File: config.mk
export PLATFORM = sky130hd
export DESIGN_NAME = iir_direct_form_one_filter_unit
export DESIGN_NICKNAME = d
export VERILOG_FILES = /design/src/design/iirdf1_pkg.sv /design/src/design/iirdf1_cfg_regs.sv /design/src/design/iirdf1_core.sv /design/src/design/iir_direct_form_one_filter_unit.sv
export SDC_FILE = /design/constraint.sdc
export NUM_CORES = 2
export LEC_CHECK = 0
export ABC_CLOCK_PERIOD_IN_PS = 22700
export BUFFER_PORTS_ARGS = -buffer_cell sky130_fd_sc_hd__buf_2
export CORE_UTILIZATION = 50
export CTS_BUF_LIST = sky130_fd_sc_hd__clkbuf_2 sky130_fd_sc_hd__clkbuf_4 sky130_fd_sc_hd__clkbuf_8
export DETAILED_ROUTE_END_ITERATION = 10
export HOLD_SLACK_MARGIN = 0.02
export PLACE_DENSITY = 0.68
export SLEW_MARGIN = 20
export SYNTH_ARGS = -nofsm -noshare
export SYNTH_HDL_FRONTEND = slang
export SYNTH_HIERARCHICAL = 1
export SYNTH_SLANG_ARGS = --single-unit
File: constraint.sdc
create_clock -name i_clk -period 22.7 [get_ports i_clk]
set_clock_uncertainty 0.1 [all_clocks]
set_input_delay 4.54 -clock i_clk [delete_from_list [all_inputs] [get_ports i_clk]]
set_output_delay 4.54 -clock i_clk [all_outputs]
set_load 0.05 [all_outputs]
File: src/design/iirdf1_pkg.sv
// Shared types, constants and helpers for the direct-form-I IIR filter.
// Used by the configuration block, the filter core and the top level.
// Depends on nothing.
`timescale 1ns / 1ps

package iirdf1_pkg;

    // Default widths for the top-level parameters.
    localparam int DEF_SAMPLE_WIDTH   = 16;
    localparam int DEF_COEF_FRAC_BITS = 14;

    // Highest tap count the filter supports (second order).
    localparam int MAX_TAPS = 3;

    // Width of the configuration register index.
    localparam int CFG_INDEX_WIDTH = 3;

    // Configuration register indexes.
    typedef enum logic [CFG_INDEX_WIDTH-1:0] {
        CFG_B0_COEF      = 3'd0,
        CFG_B1_COEF      = 3'd1,
        CFG_B2_COEF      = 3'd2,
        CFG_A1_COEF      = 3'd3,
        CFG_A2_COEF      = 3'd4,
        CFG_FWD_TAPS     = 3'd5,
        CFG_FB_TAPS      = 3'd6
    } t_cfg_index;

    // Which optional taps take part in the sum.
    typedef struct packed {
        logic b1_en;
        logic b2_en;
        logic a1_en;
        logic a2_en;
    } t_tap_en;

    // A count of zero acts as one; a count above MAX_TAPS acts as MAX_TAPS.
    function automatic logic [1:0] clamp_count(input logic [1:0] count);
        logic [1:0] result;
        result = count;
        if (count == 2'd0) begin
            result = 2'd1;
        end else if (count > 2'(MAX_TAPS)) begin
            result = 2'(MAX_TAPS);
        end
        return result;
    endfunction

endpackage

File: src/design/iirdf1_cfg_regs.sv
// Configuration registers of the IIR filter: five coefficients and two tap counts.
// Decodes the tap counts into tap enables for the filter core.
// Depends on iirdf1_pkg.
`timescale 1ns / 1ps

module iirdf1_cfg_regs import iirdf1_pkg::*; #(
    parameter int COEF_FRAC_BITS = DEF_COEF_FRAC_BITS,
    localparam int COEF_WIDTH    = COEF_FRAC_BITS + 4
) (
    input  logic                         i_clk,
    input  logic                         i_rst_n,
    input  logic                         i_cfg_we,
    input  logic [CFG_INDEX_WIDTH-1:0]   i_cfg_index,
    input  logic [COEF_WIDTH-1:0]        i_cfg_data,
    output logic signed [COEF_WIDTH-1:0] o_b0,
    output logic signed [COEF_WIDTH-1:0] o_b1,
    output logic signed [COEF_WIDTH-1:0] o_b2,
    output logic signed [COEF_WIDTH-1:0] o_a1,
    output logic signed [COEF_WIDTH-1:0] o_a2,
    output t_tap_en                      o_tap_en
);

    logic signed [COEF_WIDTH-1:0] r_b0;
    logic signed [COEF_WIDTH-1:0] r_b1;
    logic signed [COEF_WIDTH-1:0] r_b2;
    logic signed [COEF_WIDTH-1:0] r_a1;
    logic signed [COEF_WIDTH-1:0] r_a2;
    logic [1:0]                   r_fwd_taps;
    logic [1:0]                   r_fb_taps;
    logic [1:0]                   w_fwd_cnt;
    logic [1:0]                   w_fb_cnt;

    // Register writes; b0 resets to unity gain, other coefficients to zero.
    always_ff @(posedge i_clk) begin
        if (!i_rst_n) begin
            r_b0       <= COEF_WIDTH'(1) << COEF_FRAC_BITS;
            r_b1       <= '0;
            r_b2       <= '0;
            r_a1       <= '0;
            r_a2       <= '0;
            r_fwd_taps <= 2'd3;
            r_fb_taps  <= 2'd1;
        end else if (i_cfg_we) begin
            unique case (i_cfg_index)
                CFG_B0_COEF:  r_b0       <= i_cfg_data;
                CFG_B1_COEF:  r_b1       <= i_cfg_data;
                CFG_B2_COEF:  r_b2       <= i_cfg_data;
                CFG_A1_COEF:  r_a1       <= i_cfg_data;
                CFG_A2_COEF:  r_a2       <= i_cfg_data;
                CFG_FWD_TAPS: r_fwd_taps <= i_cfg_data[1:0];
                CFG_FB_TAPS:  r_fb_taps  <= i_cfg_data[1:0];
                default: begin
                end
            endcase
        end
    end

    // Turn the clamped counts into per-tap enables.
    always_comb begin
        w_fwd_cnt      = clamp_count(r_fwd_taps);
        w_fb_cnt       = clamp_count(r_fb_taps);
        o_tap_en.b1_en = (w_fwd_cnt >= 2'd2);
        o_tap_en.b2_en = (w_fwd_cnt >= 2'd3);
        o_tap_en.a1_en = (w_fb_cnt >= 2'd2);
        o_tap_en.a2_en = (w_fb_cnt >= 2'd3);
    end

    assign o_b0 = r_b0;
    assign o_b1 = r_b1;
    assign o_b2 = r_b2;
    assign o_a1 = r_a1;
    assign o_a2 = r_a2;

endmodule

File: src/design/iirdf1_core.sv
// Filter core: input and output history, five parallel multipliers, the sum,
// rounding and saturation. Histories shift whenever a sample is processed.
// Depends on iirdf1_pkg.
`timescale 1ns / 1ps

module iirdf1_core import iirdf1_pkg::*; #(
    parameter int SAMPLE_WIDTH   = DEF_SAMPLE_WIDTH,
    parameter int COEF_FRAC_BITS = DEF_COEF_FRAC_BITS,
    localparam int COEF_WIDTH    = COEF_FRAC_BITS + 4
) (
    input  logic                           i_clk,
    input  logic                           i_rst_n,
    input  logic                           i_step,
    input  logic signed [SAMPLE_WIDTH-1:0] i_x,
    input  logic signed [COEF_WIDTH-1:0]   i_b0,
    input  logic signed [COEF_WIDTH-1:0]   i_b1,
    input  logic signed [COEF_WIDTH-1:0]   i_b2,
    input  logic signed [COEF_WIDTH-1:0]   i_a1,
    input  logic signed [COEF_WIDTH-1:0]   i_a2,
    input  t_tap_en                        i_tap_en,
    output logic signed [SAMPLE_WIDTH-1:0] o_y,
    output logic                           o_sat
);

    localparam int PROD_W = SAMPLE_WIDTH + COEF_WIDTH;
    // Five products need three guard bits.
    localparam int ACC_W  = PROD_W + 3;
    localparam int SH_W   = ACC_W - COEF_FRAC_BITS;
    localparam logic signed [SH_W-1:0] Y_MAX =
        {{(SH_W - SAMPLE_WIDTH + 1){1'b0}}, {(SAMPLE_WIDTH - 1){1'b1}}};
    localparam logic signed [SH_W-1:0] Y_MIN = ~Y_MAX;
    localparam logic signed [ACC_W-1:0] ROUND_HALF = ACC_W'(1) << (COEF_FRAC_BITS - 1);

    logic signed [SAMPLE_WIDTH-1:0] r_x1;
    logic signed [SAMPLE_WIDTH-1:0] r_x2;
    logic signed [SAMPLE_WIDTH-1:0] r_y1;
    logic signed [SAMPLE_WIDTH-1:0] r_y2;

    logic signed [PROD_W-1:0] w_p_b0;
    logic signed [PROD_W-1:0] w_p_b1;
    logic signed [PROD_W-1:0] w_p_b2;
    logic signed [PROD_W-1:0] w_p_a1;
    logic signed [PROD_W-1:0] w_p_a2;
    logic signed [ACC_W-1:0]  w_acc;
    logic signed [ACC_W-1:0]  w_rounded;
    logic signed [SH_W-1:0]   w_shifted;
    logic                     w_sat_hi;
    logic                     w_sat_lo;

    // One multiplier per tap, all in parallel.
    always_comb begin
        w_p_b0 = PROD_W'(i_b0) * PROD_W'(i_x);
        w_p_b1 = PROD_W'(i_b1) * PROD_W'(r_x1);
        w_p_b2 = PROD_W'(i_b2) * PROD_W'(r_x2);
        w_p_a1 = PROD_W'(i_a1) * PROD_W'(r_y1);
        w_p_a2 = PROD_W'(i_a2) * PROD_W'(r_y2);
    end

    // Sum of the enabled taps; feedback terms are subtracted.
    always_comb begin
        w_acc = ACC_W'(w_p_b0);
        if (i_tap_en.b1_en) begin
            w_acc = w_acc + ACC_W'(w_p_b1);
        end
        if (i_tap_en.b2_en) begin
            w_acc = w_acc + ACC_W'(w_p_b2);
        end
        if (i_tap_en.a1_en) begin
            w_acc = w_acc - ACC_W'(w_p_a1);
        end
        if (i_tap_en.a2_en) begin
            w_acc = w_acc - ACC_W'(w_p_a2);
        end
    end

    // Round half up, drop the fraction, then clip to the sample range.
    always_comb begin
        w_rounded = w_acc + ROUND_HALF;
        w_shifted = w_rounded[ACC_W-1:COEF_FRAC_BITS];
        w_sat_hi  = (w_shifted > Y_MAX);
        w_sat_lo  = (w_shifted < Y_MIN);
        o_sat     = w_sat_hi | w_sat_lo;
        if (w_sat_hi) begin
            o_y = Y_MAX[SAMPLE_WIDTH-1:0];
        end else if (w_sat_lo) begin
            o_y = Y_MIN[SAMPLE_WIDTH-1:0];
        end else begin
            o_y = w_shifted[SAMPLE_WIDTH-1:0];
        end
    end

    // Both histories shift on every processed sample, whatever the tap counts.
    always_ff @(posedge i_clk) begin
        if (!i_rst_n) begin
            r_x1 <= '0;
            r_x2 <= '0;
            r_y1 <= '0;
            r_y2 <= '0;
        end else if (i_step) begin
            r_x2 <= r_x1;
            r_x1 <= i_x;
            r_y2 <= r_y1;
            r_y1 <= o_y;
        end
    end

endmodule

File: src/design/iir_direct_form_one_filter_unit.sv
// Top level of the direct-form-I IIR filter: request handshakes, input and
// result registers, configuration registers and the filter core.
// Depends on iirdf1_pkg, iirdf1_cfg_regs and iirdf1_core.
`timescale 1ns / 1ps

// Second-order direct-form-I IIR filter, one result per input sample.
// Input channel: i_valid / o_ready with i_sample_in. A request is taken at a
// rising edge with both high and lands in the input register.
// Output channel: o_valid / i_ready with o_filtered_sample and o_saturated.
// Path: a taken request lands in the input register, the filter pass settles
// from there, and the result register takes the result once it is free or
// drains; the result is then offered on o_valid.
// Throughput: one sample per cycle while the receiver keeps i_ready high. The recursion
// from the previous output through the multipliers, sum, rounding and saturation back
// into the output history is combinational, so nothing limits the rate below that.
// Stall: when the receiver holds i_ready low, the result waits in the result
// register and one more request is still taken into the input register; after
// that o_ready drops until the result is taken.
// Configuration: i_cfg_we writes i_cfg_data into register i_cfg_index in the
// same edge; write only while no sample is in flight.
// Reset (synchronous, i_rst_n low): both registers empty, histories cleared,
// b0 = 1.0, other coefficients zero, all three forward taps, no feedback.
module iir_direct_form_one_filter_unit import iirdf1_pkg::*; #(
    parameter int SAMPLE_WIDTH   = DEF_SAMPLE_WIDTH,
    parameter int COEF_FRAC_BITS = DEF_COEF_FRAC_BITS,
    localparam int COEF_WIDTH    = COEF_FRAC_BITS + 4
) (
    input  logic                           i_clk,
    input  logic                           i_rst_n,
    input  logic                           i_valid,
    output logic                           o_ready,
    input  logic signed [SAMPLE_WIDTH-1:0] i_sample_in,
    output logic                           o_valid,
    input  logic                           i_ready,
    output logic signed [SAMPLE_WIDTH-1:0] o_filtered_sample,
    output logic                           o_saturated,
    input  logic                           i_cfg_we,
    input  logic [CFG_INDEX_WIDTH-1:0]     i_cfg_index,
    input  logic [COEF_WIDTH-1:0]          i_cfg_data
);

    logic                           r_in_valid;
    logic signed [SAMPLE_WIDTH-1:0] r_x;
    logic                           r_out_valid;
    logic signed [SAMPLE_WIDTH-1:0] r_y;
    logic                           r_sat;
    logic                           w_step;
    logic signed [SAMPLE_WIDTH-1:0] w_y;
    logic                           w_sat;
    logic signed [COEF_WIDTH-1:0]   w_b0;
    logic signed [COEF_WIDTH-1:0]   w_b1;
    logic signed [COEF_WIDTH-1:0]   w_b2;
    logic signed [COEF_WIDTH-1:0]   w_a1;
    logic signed [COEF_WIDTH-1:0]   w_a2;
    t_tap_en                        w_tap_en;

    // A sample moves into the result register when that register is free or drains.
    assign w_step  = r_in_valid && (!r_out_valid || i_ready);
    assign o_ready = !r_in_valid || w_step;

    iirdf1_cfg_regs #(
        .COEF_FRAC_BITS (COEF_FRAC_BITS)
    ) u_cfg_regs (
        .i_clk       (i_clk),
        .i_rst_n     (i_rst_n),
        .i_cfg_we    (i_cfg_we),
        .i_cfg_index (i_cfg_index),
        .i_cfg_data  (i_cfg_data),
        .o_b0        (w_b0),
        .o_b1        (w_b1),
        .o_b2        (w_b2),
        .o_a1        (w_a1),
        .o_a2        (w_a2),
        .o_tap_en    (w_tap_en)
    );

    iirdf1_core #(
        .SAMPLE_WIDTH   (SAMPLE_WIDTH),
        .COEF_FRAC_BITS (COEF_FRAC_BITS)
    ) u_core (
        .i_clk    (i_clk),
        .i_rst_n  (i_rst_n),
        .i_step   (w_step),
        .i_x      (r_x),
        .i_b0     (w_b0),
        .i_b1     (w_b1),
        .i_b2     (w_b2),
        .i_a1     (w_a1),
        .i_a2     (w_a2),
        .i_tap_en (w_tap_en),
        .o_y      (w_y),
        .o_sat    (w_sat)
    );

    // Input register control.
    always_ff @(posedge i_clk) begin
        if (!i_rst_n) begin
            r_in_valid <= 1'b0;
        end else if (o_ready) begin
            r_in_valid <= i_valid;
        end
    end

    // Input register payload.
    always_ff @(posedge i_clk) begin
        if (i_valid && o_ready) begin
            r_x <= i_sample_in;
        end
    end

    // Result register control.
    always_ff @(posedge i_clk) begin
        if (!i_rst_n) begin
            r_out_valid <= 1'b0;
        end else if (w_step) begin
            r_out_valid <= 1'b1;
        end else if (i_ready) begin
            r_out_valid <= 1'b0;
        end
    end

    // Result register payload.
    always_ff @(posedge i_clk) begin
        if (w_step) begin
            r_y   <= w_y;
            r_sat <= w_sat;
        end
    end

    assign o_valid           = r_out_valid;
    assign o_filtered_sample = r_y;
    assign o_saturated       = r_sat;

endmodule

After elaboration in Yosys (flattened, before gate mapping)
Index checks and enable logic that the tools add are counted.
{"block": "classes", "multipliers": 5, "bitwise": 1, "eq_ne": 6, "add_sub_neg": 5, "magnitude_cmp": 8, "mux": 12, "reduce_logical": 17}
{"operator": "18-bit by 16-bit multiplier with 34-bit output", "n": 5}
{"operator": "37-bit 2-to-1 mux", "n": 4}
{"operator": "37-bit by 34-bit subtractor with 37-bit output", "n": 2}
{"operator": "37-bit by 15-bit adder with 37-bit output, second input constant", "n": 1}
{"operator": "37-bit by 34-bit adder with 37-bit output", "n": 1}
{"operator": "34-bit by 34-bit adder with 35-bit output", "n": 1}
{"operator": "16-bit 2-to-1 mux", "n": 2}
{"operator": "23-bit by 16-bit > comparator with 1-bit output, second input constant", "n": 1}
{"operator": "23-bit by 16-bit < comparator with 1-bit output, second input constant", "n": 1}
{"operator": "2-bit AND reduction", "n": 7}
{"operator": "3-bit == test, second input constant", "n": 3}
{"operator": "2-bit greater-or-equal comparator, second input constant", "n": 4}
{"operator": "2-bit 2-to-1 mux", "n": 4}
{"operator": "3-bit by 2-bit == test with 1-bit output, second input constant", "n": 2}
{"operator": "2-bit > comparator, second input constant", "n": 2}
{"operator": "2-bit logical NOT", "n": 2}
{"operator": "3-bit by 1-bit == test with 1-bit output, second input constant", "n": 1}
{"operator": "3-bit logical NOT", "n": 1}
{"operator": "1-bit logical AND", "n": 2}
{"operator": "1-bit logical NOT", "n": 2}
{"operator": "1-bit logical OR", "n": 2}
{"operator": "1-bit 2-to-1 mux", "n": 2}
{"operator": "2-bit nonzero test", "n": 1}
{"operator": "1-bit OR", "n": 1}
{"block": "word_totals", "ff_bits": 193, "wordCells": 70, "inputBits": 42, "out_inout_bits": 19}

Depth between registers and ports, before layout
{"block": "logic_depth", "ltp_word": 15, "ltp_mapped": 97, "depth_no_buf": 91}

By module
Netlist, hierarchy kept.
{"module": "iirdf1_core", "seq_area_each_um2": 1281.2, "instances": 1, "area_per_inst_um2": 66616.4, "cells_per_inst": 7368}
{"module": "iirdf1_cfg_regs", "seq_area_each_um2": 1881.8, "instances": 1, "area_per_inst_um2": 3497.1, "cells_per_inst": 338}
{"module": "iir_direct_form_one_filter_unit", "seq_area_each_um2": 1031.0, "instances": 1, "area_per_inst_um2": 1094.8, "cells_per_inst": 42}

Worst setup path before layout
No wires, ideal clock.
{"block": "synth_timing", "kind": "register to register", "startpoint": "reg r_x[1]", "endpoint": "reg r_sat, in the netlist o_saturated, data pin", "setup_ns": 0.255, "required_time_ns": 22.345, "synth_period_minus_slack_ns": 24.217, "path_stages_with_launch": 88, "arrival_time_ns": 23.862, "path_buffers": 5, "setup_slack_ns": -1.517, "path_cell_list": "edfxtp_1 clkbuf_1 clkbuf_1 nand2_1 fa_1 fa_1 fa_1 inv_1 fa_1 fa_1 inv_1 fa_1 inv_1 ha_1 a21oi_4 and2_1 nor2b_1 o31ai_1 [52 not listed] fa_1 ha_1 clkbuf_1 nand3_1 a311oi_1 nor2_1 nand2_1 nor2_1 xor2_1 a221o_1 or4_1 buf_2 or3_1 a211o_1 o211a_1 nor2_4 buf_6 nand2_1"}
{"block": "synth_via", "elab_chain_len": 12, "word_cells_on_any_way": 13, "cone_classes": "add/sub (5); mul (1); order compare (2); mux (4); bitwise (1)"}
{"element": "from (decl)", "line": "iir_direct_form_one_filter_unit.sv:43", "text": "logic signed [SAMPLE_WIDTH-1:0] r_x;"}
{"element": "from (signal assigned)", "line": "iir_direct_form_one_filter_unit.sv:107", "text": "r_x <= i_sample_in;"}
{"element": "18-bit by 16-bit multiplier with 34-bit output (*)", "line": "iirdf1_core.sv:52", "text": "w_p_b0 = PROD_W'(i_b0) * PROD_W'(i_x);"}
{"element": "34-bit by 34-bit adder with 35-bit output", "line": "iirdf1_core.sv:63", "text": "w_acc = w_acc + ACC_W'(w_p_b1);"}
{"element": "37-bit 2-to-1 mux (*)", "line": "iirdf1_core.sv:62", "text": "if (i_tap_en.b1_en) begin"}
{"element": "37-bit by 34-bit adder with 37-bit output", "line": "iirdf1_core.sv:66", "text": "w_acc = w_acc + ACC_W'(w_p_b2);"}
{"element": "37-bit 2-to-1 mux (*)", "line": "iirdf1_core.sv:65", "text": "if (i_tap_en.b2_en) begin"}
{"element": "37-bit by 34-bit subtractor with 37-bit output", "line": "iirdf1_core.sv:69", "text": "w_acc = w_acc - ACC_W'(w_p_a1);"}
{"element": "37-bit 2-to-1 mux (*)", "line": "iirdf1_core.sv:68", "text": "if (i_tap_en.a1_en) begin"}
{"element": "37-bit by 34-bit subtractor with 37-bit output", "line": "iirdf1_core.sv:72", "text": "w_acc = w_acc - ACC_W'(w_p_a2);"}
{"element": "37-bit 2-to-1 mux (*)", "line": "iirdf1_core.sv:71", "text": "if (i_tap_en.a2_en) begin"}
{"element": "37-bit by 15-bit adder with 37-bit output (*)", "line": "iirdf1_core.sv:78", "text": "w_rounded = w_acc + ROUND_HALF;"}
{"element": "23-bit by 16-bit > comparator with 1-bit output or 23-bit by 16-bit < comparator with 1-bit output (tied branches)", "line": "iirdf1_core.sv:80, iirdf1_core.sv:81"}
{"element": "1-bit OR (*)", "line": "iirdf1_core.sv:82", "text": "o_sat = w_sat_hi | w_sat_lo;"}
{"element": "via w_sat", "line": "iir_direct_form_one_filter_unit.sv:49", "text": "logic w_sat;"}
{"element": "to (signal assigned)", "line": "iir_direct_form_one_filter_unit.sv:126", "text": "r_sat <= w_sat;"}
{"element": "to (decl)", "line": "iir_direct_form_one_filter_unit.sv:46", "text": "logic r_sat;"}
The timed path passes the listed nets; every way through them passes the cells marked *.
A chain may end at the register's enable or synchronous reset.

Worst setup path after layout
{"block": "layout_timing", "startpoint": "reg r_x[4]", "endpoint": "reg r_y[9], in the netlist o_filtered_sample[9], data pin"}
{"block": "layout_via", "elab_chain_len": 13, "word_cells_on_any_way": 14, "cone_classes": "add/sub (5); mul (1); order compare (2); mux (6)"}
{"element": "18-bit by 16-bit multiplier with 34-bit output (*)", "line": "iirdf1_core.sv:52"}
{"element": "34-bit by 34-bit adder with 35-bit output", "line": "iirdf1_core.sv:63"}
{"element": "37-bit 2-to-1 mux (*)", "line": "iirdf1_core.sv:62"}
{"element": "37-bit by 34-bit adder with 37-bit output", "line": "iirdf1_core.sv:66"}
{"element": "37-bit 2-to-1 mux (*)", "line": "iirdf1_core.sv:65"}
{"element": "37-bit by 34-bit subtractor with 37-bit output", "line": "iirdf1_core.sv:69"}
{"element": "37-bit 2-to-1 mux (*)", "line": "iirdf1_core.sv:68"}
{"element": "37-bit by 34-bit subtractor with 37-bit output", "line": "iirdf1_core.sv:72"}
{"element": "37-bit 2-to-1 mux (*)", "line": "iirdf1_core.sv:71"}
{"element": "37-bit by 15-bit adder with 37-bit output (*)", "line": "iirdf1_core.sv:78"}
{"element": "23-bit by 16-bit < comparator with 1-bit output", "line": "iirdf1_core.sv:81", "text": "w_sat_lo = (w_shifted < Y_MIN);"}
{"element": "16-bit 2-to-1 mux", "line": "iirdf1_core.sv:85", "text": "end else if (w_sat_lo) begin"}
{"element": "16-bit 2-to-1 mux (*)", "line": "iirdf1_core.sv:83", "text": "if (w_sat_hi) begin"}
{"element": "via w_y[9]", "line": "iir_direct_form_one_filter_unit.sv:48", "text": "logic signed [SAMPLE_WIDTH-1:0] w_y;"}
{"element": "to (signal assigned)", "line": "iir_direct_form_one_filter_unit.sv:125", "text": "r_y <= w_y;"}
{"element": "to (decl)", "line": "iir_direct_form_one_filter_unit.sv:45", "text": "logic signed [SAMPLE_WIDTH-1:0] r_y;"}
Marked as above.

==> results.sh <==
export IMPL_slew_viol_final=0
export IMPL_clk_latency_ns=0.71
export IMPL_synth_ff_latch_count=193
export IMPL_min_to="u_cfg_regs/o_b2[13]$_SDFFE_PN0P_"
export IMPL_yosys_area_top_type="fa_1"
export IMPL_synth_top_cell_area_share_pct=46.5
export IMPL_crit_fanout=7
export IMPL_die_w_um=379
export IMPL_ys_seq_area_share_pct=5.89
export IMPL_avgSynthCellArea_sq_um=9.19
export IMPL_yosys_warnings=6
export IMPL_die_area_sq_mm=0.144
export IMPL_p_leak_nw=39.0
export IMPL_min_delay_start="u_cfg_regs/o_b2[13]$_SDFFE_PN0P_"
export IMPL_timing_fmax_mhz=41.5
export IMPL_dpl_cell_count=10300
export IMPL_drc=0
export IMPL_ios=61
export IMPL_path_buf_inv=24
export IMPL_grt_antenna_before_repair=20
export IMPL_fillCellCount=12300
export IMPL_hold_depth=2
export IMPL_gp_congestion=0.969
export IMPL_slowest_stage="fa_1"
export IMPL_outcome="finished with violations"
export IMPL_grt_total_usage_pct=32.2
export IMPL_slowest_delay_ns=0.57
export IMPL_synthArstFlopShare_pct=0
export IMPL_drive_gt1_share_pct=18.6
export IMPL_hold_viol_final=0
export IMPL_rsz0062_at_grt="true"
export IMPL_cp_end_kind="flop"
export IMPL_clock_sinks=193
export IMPL_num_vias=57400
export IMPL_power_density_mw_per_mm2=134
export IMPL_crit_required_ns=23.07
export IMPL_reg2reg_slack_ns=-1.42
export IMPL_grt_pass1_wl_mm=350
export IMPL_cts_tree="yes"
export IMPL_synth_edf_count=33
export IMPL_crit_top_cell="fa_1"
export IMPL_coreArea_sq_mm=0.141
export IMPL_period_minus_slack_ns=24.12
export IMPL_relSlewSlack_pct=21.0
export IMPL_syn_instance_count=7748
export IMPL_die_h_um=379
export IMPL_portBuffers=60
export IMPL_netlist_area_sq_mm=0.0712
export IMPL_worst_path_stages=94
export IMPL_p_seq_share_pct=4.5
export IMPL_crit_path_start_kind="flop"
export IMPL_hold_class="reg -> reg"
export IMPL_root_buffer="clkbuf_8"
export IMPL_timing_rr_end="o_filtered_sample[9]$_DFFE_PP_"
export IMPL_switching_share_pct=50.8
export IMPL_p_int_w=0.00551
export IMPL_synthToLayoutAreaGrowth_pct=17.2
export IMPL_htreeDepth=4
export IMPL_combPwrFrac_pct=92.9
export IMPL_cts_hold_buf=0
export IMPL_start_util_pct=50.4
export IMPL_grt_overflow_total=0
export IMPL_rows=138
export IMPL_fin_cells=10400
export IMPL_routed_wl_mm=226
export IMPL_final_seq_area_sq_mm=0.00420
export IMPL_worst_pin_slew_ns=1.18
export IMPL_grt_max_degree=67
export IMPL_synth_cell_types=116
export IMPL_fin_nets=10700
export IMPL_mostFrequentLayoutCell="fa_1"
export IMPL_finalCritPeriodShare_pct=106
export IMPL_cp_arrival_ns=24.50
export IMPL_r2r_cells=94
export IMPL_worstSetupStartpoint="r_x[4]$_DFFE_PP_"
export IMPL_dp_hpwl_mm=186
export IMPL_fin_ws_ns=-1.42
export IMPL_p_sw_w=0.00568
export IMPL_initialDrtViolationCount=3947
export IMPL_grt_pass1_vias=61200
export IMPL_multi_input_area_sq_mm=0.0624
export IMPL_crit_family="adder cells"
export IMPL_crit_type="reg -> reg"
export IMPL_setup_viol_count_final=33
export IMPL_p_clk_share_pct=2.6
export IMPL_cts_made_buffers=17
export IMPL_netlist_top_cells_area="fa_1 (47%), ha_1 (8.6%), inv_1 (8.3%)"
export IMPL_violations="setup timing"
export IMPL_syn_nets=9936
export IMPL_final_cell_mix="fa_1 (1647), inv_1 (1543), nand2_1 (976)"
export IMPL_antenna_left=0
export IMPL_viasPerCell=5.52
export IMPL_clk_pin_slew_ns=0.14
export IMPL_dominantRegCellSynth="dfxtp_1"
export IMPL_wl_per_cell_um=21.7
export IMPL_ir_drop_mv=0.225
export IMPL_dr_pass1_iters=6
export IMPL_cap_violations=0
export IMPL_clockBufferDepth=2
export IMPL_reg2reg_from="r_x[4]$_DFFE_PP_"
export IMPL_finalSetupTns_ns=-44.78
==> cell type report <==
type | instances | area share [%]
clock buffers | 18 | 0.289
flip-flops and latches | 193 | 5.03
repair buffers | 1067 | 9.70
diodes | 26 | 0.0780
clock inverters | 14 | 0.202
inverters | 1569 | 7.06
well taps | 1890 | 2.83
multi-input cells | 5630 | 74.8
==> Yosys cell counts, drive strengths merged (66+ instances only) <==
master	n
a21o	71
a21oi	201
and2	689
clkbuf	314
dfxtp	160
fa	1655
ha	491
inv	1567
mux2i	163
nand2	1008
nand2b	71
nand3	66
nor2	208
o21ai	155
xnor2	117
==> per-stage QoR <==
| stage | setup slack [ns] | total power, W | hold slack [ns] | util, % | area [sq um] |
|---|---|---|---|---|---|
| 4_1_cts | -1.36 | 0.0102 | 0.373 | 57.5 | 81300 |
| 3_3_place_gp | -1.96 | 0.00927 | 0.347 | 56.6 | 80000 |
| 6_report | -1.42 | 0.0112 | 0.372 | 59.0 | 83400 |
| 5_1_grt | -2.08 | 0.0121 | 0.396 | 59.0 | 83400 |
| 3_5_place_dp | -2.19 | 0.00940 | 0.354 | 56.6 | 80000 |
| 2_1_floorplan | 0.000943 | 0.00564 | 0.346 | - | 71900 |
==> repair_timing <==
| action | CTS | global route |
|---|---|---|
| resized for setup | 137 | 303 |
| gates cloned | 0 | 4 |
| setup buffers | 28 | 51 |
| endpoints found under the setup margin | 33 | 33 |
| pin swaps | 36 | 203 |
==> worst max-delay path by stage <==
| stage | end | slack, ns |
|---|---|---|
| floorplan | o_saturated$_DFFE_PP_ | 0.0009 |
| detailed placement | u_core/r_y1[12]$_SDFFE_PN0P_ | -2.19 |
| global placement | u_core/r_y1[4]$_SDFFE_PN0P_ | -1.96 |
| global route | o_filtered_sample[6]$_DFFE_PP_ | -2.08 |
| CTS | o_filtered_sample[7]$_DFFE_PP_ | -1.36 |
| finish | o_filtered_sample[9]$_DFFE_PP_ | -1.42 |
==> power by group through the flow <==
stage / Clock, W / Sequential [W] / Combinational, W
2_1_floorplan: 0 / 0.000475 / 0.00516
3_3_place_gp: 0 / 0.000504 / 0.00877
3_5_place_dp: 0 / 0.000504 / 0.00889
4_1_cts: 0.000295 / 0.000497 / 0.00938
5_1_grt: 0.000301 / 0.000504 / 0.0113
6_report: 0.000287 / 0.000503 / 0.0104
==> layer usage <==
metal / GRT usage, % / routed length, um / up-vias
li1: - / - / 25200
met1: 41.6 / 92100 / 29700
met2: 51.6 / 106000 / 2052
met3: 8.18 / 18600 / 457
met4: 13.5 / 9190 / 12
met5: 0 / 88 / -
==> kinds of logic after synthesis <==
| family | Yosys count | share of synthesized area, % |
|---|---|---|
| simple gates | 2342 | 16.4 |
| fa+ha+maj | 2146 | 55.2 |
| buf+inv | 1925 | 10.2 |
| compound gates | 788 | 7.58 |
| mux | 193 | 2.77 |
| flops | 193 | 5.89 |
| xor+xnor | 161 | 1.99 |
==> worst register-to-register path, delay by kind of cell (launching register included) <==
kind	cells	cell delay, ns
mux	2	0.38
compound gates	23	4.69
xor+xnor	3	0.57
buf+inv	24	2.37
flops	1	0.45
simple gates	11	1.66
fa+ha+maj	31	13.67
==> flip-flops by register name (all words and copies together) (netlist names) <==
name,flops
o_filtered_sample,16
u_core/r_y2,16
u_cfg_regs/o_a2,18
u_cfg_regs/o_b2,18
r_in_valid,1
o_valid,1
u_cfg_regs/r_fwd_taps,2
u_cfg_regs/o_b1,18
u_core/r_x2,16
u_cfg_regs/o_b0,18
u_cfg_regs/o_a1,18
u_core/r_x1,16
u_cfg_regs/r_fb_taps,2
r_x,16
u_core/r_y1,16
o_saturated,1
Note: power is estimated with default switching activity, not from simulation.
